`config.mk`:
```
export PLATFORM = sky130hd
export DESIGN_NAME = der_tlv_header_parser
export DESIGN_NICKNAME = d
export VERILOG_FILES = /design/src/rtl/dthp_pkg.sv /design/src/rtl/der_tlv_header_parser.sv
export SDC_FILE = /design/constraint.sdc
export NUM_CORES = 1
export LEC_CHECK = 0
export ABC_CLOCK_PERIOD_IN_PS = 12200
export BUFFER_PORTS_ARGS = -buffer_cell sky130_fd_sc_hd__buf_2
export CAP_MARGIN = 20
export CORE_MARGIN = 2
export CORE_UTILIZATION = 30
export CTS_BUF_LIST = sky130_fd_sc_hd__clkbuf_8
export DETAILED_ROUTE_END_ITERATION = 10
export PLACE_DENSITY = 0.44
export REMOVE_ABC_BUFFERS = 1
export SYNTH_ARGS = -nofsm -noshare
export SYNTH_HDL_FRONTEND = slang
export SYNTH_SLANG_ARGS = --single-unit
```
`constraint.sdc`:
```
create_clock -name clk -period 12.2 [get_ports clk]
set_input_delay 1.22 -clock clk [delete_from_list [all_inputs] [get_ports clk]]
set_output_delay 1.22 -clock clk [all_outputs]
set_load 0.02 [all_outputs]
```
`src/rtl/dthp_pkg.sv`:
```
package dthp_pkg;

  localparam int unsigned MAX_LENGTH_BYTES_DEF = 8;
  localparam int unsigned LEN_CNT_W            = 4;
  localparam logic [31:0] MAX_PRIM_LEN_RST     = 32'd16384;

  // One bit per universal tag number that the parser accepts:
  // 1..6, 12, 16, 19, 22, 23.
  localparam logic [31:0] SUPPORTED_MASK = 32'h00C9_107E;
  localparam logic [4:0]  TAG_LIMIT      = 5'd24;
  localparam logic [63:0] TAG_SEQ        = 64'd16;
  localparam logic [63:0] TAG_SETOF      = 64'd17;

  localparam logic [4:0] TAG_LONG_FORM = 5'h1f;

  typedef enum logic [3:0] {
    PH_FIRST    = 4'b0001,
    PH_TAGMORE  = 4'b0010,
    PH_LENFIRST = 4'b0100,
    PH_LENMORE  = 4'b1000
  } phase_t;

  typedef enum logic [2:0] {
    ST_OK          = 3'd0,
    ST_TRUNC_TAG   = 3'd1,
    ST_UNSUP_TAG   = 3'd2,
    ST_MISSING_LEN = 3'd3,
    ST_TRUNC_LEN   = 3'd4,
    ST_LEN_OF_LEN  = 3'd5,
    ST_INDEF_PRIM  = 3'd6,
    ST_LEN_LARGE   = 3'd7
  } status_t;

endpackage

```
`src/rtl/der_tlv_header_parser.sv`:
```
// DER identifier/length header parser.
// Result: out_valid rises in the cycle after the word that ends
// the header (or the failing word) is accepted.
// Throughput: one word per cycle; in_ready drops only while a result waits
// in the output register and out_ready is low.
// Reset (rst_n low, synchronous): first tag byte expected, no result, limit 16384.
module der_tlv_header_parser #(
  parameter int unsigned MAX_LENGTH_BYTES = dthp_pkg::MAX_LENGTH_BYTES_DEF
) (
  input  logic        clk,
  input  logic        rst_n,
  // configuration write
  input  logic        cfg_valid,
  output logic        cfg_ready,
  input  logic [31:0] cfg_max_primitive_length,
  // byte stream
  input  logic        in_valid,
  output logic        in_ready,
  input  logic [7:0]  in_header_byte,
  input  logic [31:0] in_bytes_left,
  // header results
  output logic        out_valid,
  input  logic        out_ready,
  output logic [2:0]  out_status,
  output logic [1:0]  out_class_out,
  output logic        out_is_constructed,
  output logic [4:0]  out_tag_number,
  output logic [63:0] out_content_length,
  output logic        out_is_indefinite
);

  // Parser state
  dthp_pkg::phase_t                    phase_r, phase_nxt;
  logic [63:0]                         tag_accum_r, tag_accum_nxt;
  logic [1:0]                          class_r, class_nxt;
  logic                                cons_r, cons_nxt;
  logic [dthp_pkg::LEN_CNT_W-1:0]      len_pend_r, len_pend_nxt;
  logic [63:0]                         len_accum_r, len_accum_nxt;
  logic [31:0]                         max_prim_r;

  // Output register
  logic                                out_valid_r, out_valid_nxt;
  dthp_pkg::status_t                   out_status_r;
  logic [1:0]                          out_class_r;
  logic                                out_cons_r;
  logic [4:0]                          out_tag_r;
  logic [63:0]                         out_len_r;
  logic                                out_indef_r;

  // Result of the current word
  logic                                emit;
  dthp_pkg::status_t                   emit_status;
  logic [4:0]                          emit_tag;
  logic [63:0]                         emit_len;
  logic                                emit_indef;

  logic                                in_fire;
  logic                                left_zero;
  logic [63:0]                         tag_cand;
  logic                                tag_ok;
  logic [63:0]                         len_cand;
  logic                                seq_or_set;
  logic                                len_too_big;
  logic [6:0]                          lol;
  logic [dthp_pkg::LEN_CNT_W-1:0]      len_pend_dec;

  assign cfg_ready = 1'b1;
  // Take a new word whenever the output register is free or being drained.
  assign in_ready  = !out_valid_r || out_ready;
  assign in_fire   = in_valid && in_ready;
  assign left_zero = (in_bytes_left == 32'd0);

  // Candidate tag: short form from the first byte, else shift in 7 bits.
  assign tag_cand = (phase_r == dthp_pkg::PH_FIRST) ? {59'd0, in_header_byte[4:0]}
                                                    : {tag_accum_r[56:0], in_header_byte[6:0]};
  assign tag_ok   = !(|tag_cand[63:5]) && (tag_cand[4:0] < dthp_pkg::TAG_LIMIT) &&
                    dthp_pkg::SUPPORTED_MASK[tag_cand[4:0]];

  // Candidate length: short form from the first length byte, else shift in a byte.
  assign len_cand   = (phase_r == dthp_pkg::PH_LENFIRST) ? {56'd0, in_header_byte}
                                                        : {len_accum_r[55:0], in_header_byte};
  assign seq_or_set = (tag_accum_r == dthp_pkg::TAG_SEQ) || (tag_accum_r == dthp_pkg::TAG_SETOF);
  assign len_too_big = (|len_cand[63:32]) || (len_cand[31:0] > in_bytes_left) ||
                       (!seq_or_set && (len_cand > {32'd0, max_prim_r}));

  assign lol          = in_header_byte[6:0];
  assign len_pend_dec = len_pend_r - dthp_pkg::LEN_CNT_W'(len_pend_r != '0);

  always_comb begin
    phase_nxt     = phase_r;
    tag_accum_nxt = tag_accum_r;
    class_nxt     = class_r;
    cons_nxt      = cons_r;
    len_pend_nxt  = len_pend_r;
    len_accum_nxt = len_accum_r;
    emit          = 1'b0;
    emit_status   = dthp_pkg::ST_OK;
    emit_tag      = tag_accum_r[4:0];
    emit_len      = 64'd0;
    emit_indef    = 1'b0;

    unique case (phase_r)
      dthp_pkg::PH_FIRST: begin
        class_nxt = in_header_byte[7:6];
        cons_nxt  = in_header_byte[5];
        if (in_header_byte[4:0] == dthp_pkg::TAG_LONG_FORM) begin
          tag_accum_nxt = 64'd0;
          if (left_zero) begin
            emit        = 1'b1;
            emit_status = dthp_pkg::ST_TRUNC_TAG;
            emit_tag    = 5'd0;
          end else begin
            phase_nxt = dthp_pkg::PH_TAGMORE;
          end
        end else begin
          tag_accum_nxt = tag_cand;
          if (!tag_ok) begin
            emit        = 1'b1;
            emit_status = dthp_pkg::ST_UNSUP_TAG;
            emit_tag    = 5'd0;
          end else if (left_zero) begin
            emit        = 1'b1;
            emit_status = dthp_pkg::ST_MISSING_LEN;
            emit_tag    = tag_cand[4:0];
          end else begin
            phase_nxt = dthp_pkg::PH_LENFIRST;
          end
        end
      end

      dthp_pkg::PH_TAGMORE: begin
        tag_accum_nxt = tag_cand;
        if (in_header_byte[7]) begin
          // continuation byte
          if (left_zero) begin
            emit        = 1'b1;
            emit_status = dthp_pkg::ST_TRUNC_TAG;
            emit_tag    = 5'd0;
          end
        end else if (!tag_ok) begin
          emit        = 1'b1;
          emit_status = dthp_pkg::ST_UNSUP_TAG;
          emit_tag    = 5'd0;
        end else if (left_zero) begin
          emit        = 1'b1;
          emit_status = dthp_pkg::ST_MISSING_LEN;
          emit_tag    = tag_cand[4:0];
        end else begin
          phase_nxt = dthp_pkg::PH_LENFIRST;
        end
      end

      dthp_pkg::PH_LENFIRST: begin
        if (in_header_byte[7]) begin
          if (lol == 7'd0) begin
            emit = 1'b1;
            if (!cons_r) begin
              emit_status = dthp_pkg::ST_INDEF_PRIM;
            end else begin
              emit_status = dthp_pkg::ST_OK;
              emit_indef  = 1'b1;
            end
          end else if (lol > 7'(MAX_LENGTH_BYTES)) begin
            emit        = 1'b1;
            emit_status = dthp_pkg::ST_LEN_OF_LEN;
          end else if (left_zero) begin
            emit        = 1'b1;
            emit_status = dthp_pkg::ST_TRUNC_LEN;
          end else begin
            len_pend_nxt  = lol[dthp_pkg::LEN_CNT_W-1:0];
            len_accum_nxt = 64'd0;
            phase_nxt     = dthp_pkg::PH_LENMORE;
          end
        end else begin
          emit = 1'b1;
          if (len_too_big) begin
            emit_status = dthp_pkg::ST_LEN_LARGE;
          end else begin
            emit_status = dthp_pkg::ST_OK;
            emit_len    = len_cand;
          end
        end
      end

      dthp_pkg::PH_LENMORE: begin
        len_accum_nxt = len_cand;
        len_pend_nxt  = len_pend_dec;
        if (len_pend_dec != '0) begin
          if (left_zero) begin
            emit        = 1'b1;
            emit_status = dthp_pkg::ST_TRUNC_LEN;
          end
        end else begin
          emit = 1'b1;
          if (len_too_big) begin
            emit_status = dthp_pkg::ST_LEN_LARGE;
          end else begin
            emit_status = dthp_pkg::ST_OK;
            emit_len    = len_cand;
          end
        end
      end

      default: begin
        phase_nxt = dthp_pkg::PH_FIRST;
      end
    endcase

    // Any result ends the header: go back to expecting a first tag byte.
    if (emit) begin
      phase_nxt    = dthp_pkg::PH_FIRST;
      len_pend_nxt = '0;
    end

    // Output register: load on a result, drop once taken, else hold.
    if (in_fire && emit) begin
      out_valid_nxt = 1'b1;
    end else if (out_ready) begin
      out_valid_nxt = 1'b0;
    end else begin
      out_valid_nxt = out_valid_r;
    end
  end

  // Control state
  always_ff @(posedge clk) begin
    if (!rst_n) begin
      phase_r     <= dthp_pkg::PH_FIRST;
      tag_accum_r <= 64'd0;
      class_r     <= 2'd0;
      cons_r      <= 1'b0;
      len_pend_r  <= '0;
      len_accum_r <= 64'd0;
      max_prim_r  <= dthp_pkg::MAX_PRIM_LEN_RST;
      out_valid_r <= 1'b0;
    end else begin
      if (in_fire) begin
        phase_r     <= phase_nxt;
        tag_accum_r <= tag_accum_nxt;
        class_r     <= class_nxt;
        cons_r      <= cons_nxt;
        len_pend_r  <= len_pend_nxt;
        len_accum_r <= len_accum_nxt;
      end
      if (cfg_valid && cfg_ready) begin
        max_prim_r <= cfg_max_primitive_length;
      end
      out_valid_r <= out_valid_nxt;
    end
  end

  // Result payload: no reset needed, qualified by out_valid_r.
  always_ff @(posedge clk) begin
    if (in_fire && emit) begin
      out_status_r <= emit_status;
      out_class_r  <= class_nxt;
      out_cons_r   <= cons_nxt;
      out_tag_r    <= emit_tag;
      out_len_r    <= emit_len;
      out_indef_r  <= emit_indef;
    end
  end

  assign out_valid          = out_valid_r;
  assign out_status         = out_status_r;
  assign out_class_out      = out_class_r;
  assign out_is_constructed = out_cons_r;
  assign out_tag_number     = out_tag_r;
  assign out_content_length = out_len_r;
  assign out_is_indefinite  = out_indef_r;

endmodule

```
==> flow_summary.ini <==
[yosys]
synth_cells = 1194
synth_compound_gate_area_share = 0.142
postSynth.topFlopCell = dfxtp_1
synth.area.mux_share = 0.0277
netlist_top_cells_area = dfxtp_1 29%, edfxtp_1 20%, ha_1 6.9%
synth_seq_cells = 240
synth_warnings = 0
synthXorXnorAreaFrac = 0.00470
top_cells_by_count_synth = 164 x dfxtp_1, 141 x nor2_1, 89 x a21oi_1
synth_enable_flop_cells = 76
synth-adder-area-share = 0.0704
post_synth.cell_area_avg_um2 = 9.37
synth_top_family_by_area = simple AND/OR/NAND/NOR gates
synth_cell_type_count = 67
synth_top_area_share = 0.294
post_synthesis_cell_type_with_the_largest_combined_area = dfxtp_1
synth.yosys.seq_area_share = 0.498
mappedNetlistArea_mm2 = 0.0112
async_reset_ff_frac = 0
synthSimpleGateAreaFrac = 0.203
synth_most_common_cell = dfxtp_1

[sta]
setup_viol_count_final = 0
timing.final.max_slew_violations = 0
unrepaired_setup_endpoints_after_global_routing = false
tns_ns = 0
top_achievable_clock_speed_mhz = 217
finalCritPeriodShare = 0.378
post-route-min-period_ns = 4.61
timing.slew.headroom = 0.319
skew_ns = 0.0253
tightest_slew_ns = 1.02
timing.final.hold_violations = 0

[setup_path]
required_ns = 12.66
worst_setup_path_end_kind = flop
ff2ff_setup_slack_ns = 7.59
criticalPathCategory = flop to flop
worstPathArrival_ns = 5.07
path_max_fanout = 36
crit_path_start_kind = flop

[finish]
finish.instance_area_mm2 = 0.0133
fin_util = 0.363
n_antenna_cell = 0
drive_above_1_share = 0.171
layout.nets = 1503
area_growth_pct = 19.0
filler_cell_count = 3820
final_cell_count_no_fill = 1866

[worst_hold_path]
min_path_type = flop to flop

[clocking]
postCtsResizedCells = 0
tritoncts_num_sinks = 240
hold_buffers = 0
htree_levels = 2
clk-insertion-delay-late_ns = 0.60
numCtsBuffers = 44
cts.repair_timing.setup_buffer_count = 0
cts.path.max_buffers = 3
root_cell_of_the_clock_tree = clkbuf_8
clk_transition_reported_paths_ns = 0.05
cts_tree = yes

[detailed_routing]
m1WireLength_um = 15500
route.detailed.wl_per_inst_um = 17.7
wl_met3_um = 1720
initial_drt_pass_iterations = 5
detailedRoute.firstIterationViolations = 601
wl_met2_um = 15100
drc = 0
num_vias = 9297
route.top_layer_used = met4
antenna_violating_nets_post_route = 0
drt-total-wl_um = 33000
vias_per_cell = 4.98

[die]
rows = 70
die_h_um = 197
top_level_port_count = 156
initial_core_util = 0.305
floorplan.core_area_mm2 = 0.0367
floorplan.die.width_um = 197
die-area_mm2 = 0.0388

[global_routing]
grt_start_max_net_pins = 76
grt_pass1_wl_um = 51600
global_route.usage.total = 0.172
global_route_total_overflow = 0
antenna_violations_before_repair = 0
grt_pass1_vias = 9057

[flow_run]
max_cap_viol_count = 0

[place]
post-dp-hpwl_um = 22700
dp.cells = 1786
place_area_mm2 = 0.0125
buffer_ports.inserted = 154
place_congestion = 0.775

[power_and_ir_drop]
max-vdd-ir-drop_mv = 0.0484
leakage_nw = 5.42
pwr_cell_area_mw_per_mm2 = 139

[run_status]
run_status = finished, final reports clean
[path summary, 6_finish.rpt]
check	start	endpoint	depth (start not counted)
min reg2reg	len_accum_r[49]	len_accum_r[49]	2
min	len_accum_r[49]	len_accum_r[49]	2
max reg2reg	phase_r[2]	out_content_length[27]	11
max	phase_r[2]	out_content_length[27]	11
[report_power, final]
group	leakage (nW)	total [mW]	switching (mW)	internal [mW]
clock	0.506	0.752	0.345	0.406
combinational	2.86	0.219	0.152	0.0668
sequential	2.06	0.886	0.0168	0.869
total	5.42	1.86	0.514	1.34
[worst max-delay path, cell delays in order, from the launching register on]
cell	delay, ns
dfxtp_1	0.53
or4b_4	0.72
and2_1	0.28
ha_1	0.31
nand4_1	0.14
nor4_1	0.60
nand2_1	0.11
nor4bb_1	0.38
a2111oi_0	0.15
or2_2	0.42
nor3_4	0.57
and2_1	0.24
[metal layers]
metal / global-route usage / vias to the layer above
met4: 0.0582 / 0
met1: 0.234 / 4397
met2: 0.272 / 237
met5: 0 / -
met3: 0.0343 / 49
li1: - / 4614
[cell families (layout without fill, tap and decap cells)]
group | Yosys count | count (layout)
AND/OR/NAND/NOR | 462 | 462
AO/OA/AOI/OAI | 242 | 242
multiplexers | 31 | 31
other | 2 | 33
adder cells (fa/ha/maj) | 63 | 63
XOR/XNOR | 6 | 6
buffers and inverters | 148 | 321
flip-flops | 240 | 240
[per-stage QoR]
step                      setup slack (ns)  hold slack, ns  total power [mW]
after floorplan                       2.83           0.432              1.03
after global placement                7.22           0.443              1.12
after detailed placement              7.04           0.447              1.12
after CTS                             7.59           0.454              1.89
after global routing                  7.14           0.471              1.95
final                                 7.59           0.451              1.86
[flip-flops by register name, summed over array words and instances (netlist names)]
name / flops
class_r: 2
out_tag_number: 5
tag_accum_r: 64
len_accum_r: 56
out_is_indefinite: 1
max_prim_r: 32
len_pend_r: 4
out_valid: 1
out_content_length: 64
out_is_constructed: 1
out_status: 3
cons_r: 1
out_class_out: 2
phase_r: 4
[area by class of cell]
class | count | area (µm²) | area share
Multi-Input combinational cell | 837 | 5160 | 0.387
Timing Repair Buffer | 166 | 861 | 0.0647
Clock inverter | 32 | 193 | 0.0145
Clock buffer | 48 | 661 | 0.0496
Tap cell | 468 | 586 | 0.0440
Sequential cell | 240 | 5570 | 0.418
Inverter | 75 | 285 | 0.0214
[layout by cell type (no fill, tap or decap), drive strengths merged, types with 4 or more instances in the layout]
master and count:
a22o 8, a21boi 8, nand2b 9, o22ai 4
nor4 42, nand3 72, and2 49, clkinv 11
nor2b 4, buf 166, a21oi 89, o211ai 6
a22oi 67, dfxtp 164, nand4 17, o21ai 19
conb 33, xnor2 4, nand2 88, nor3 13
mux2i 31, inv 94, clkbuf 48, nor2 141
a2111oi 5, and3 5, a31oi 6, o2111ai 4
and4 4, ha 62, edfxtp 76
Note: power is estimated with default switching activity, not from simulation.
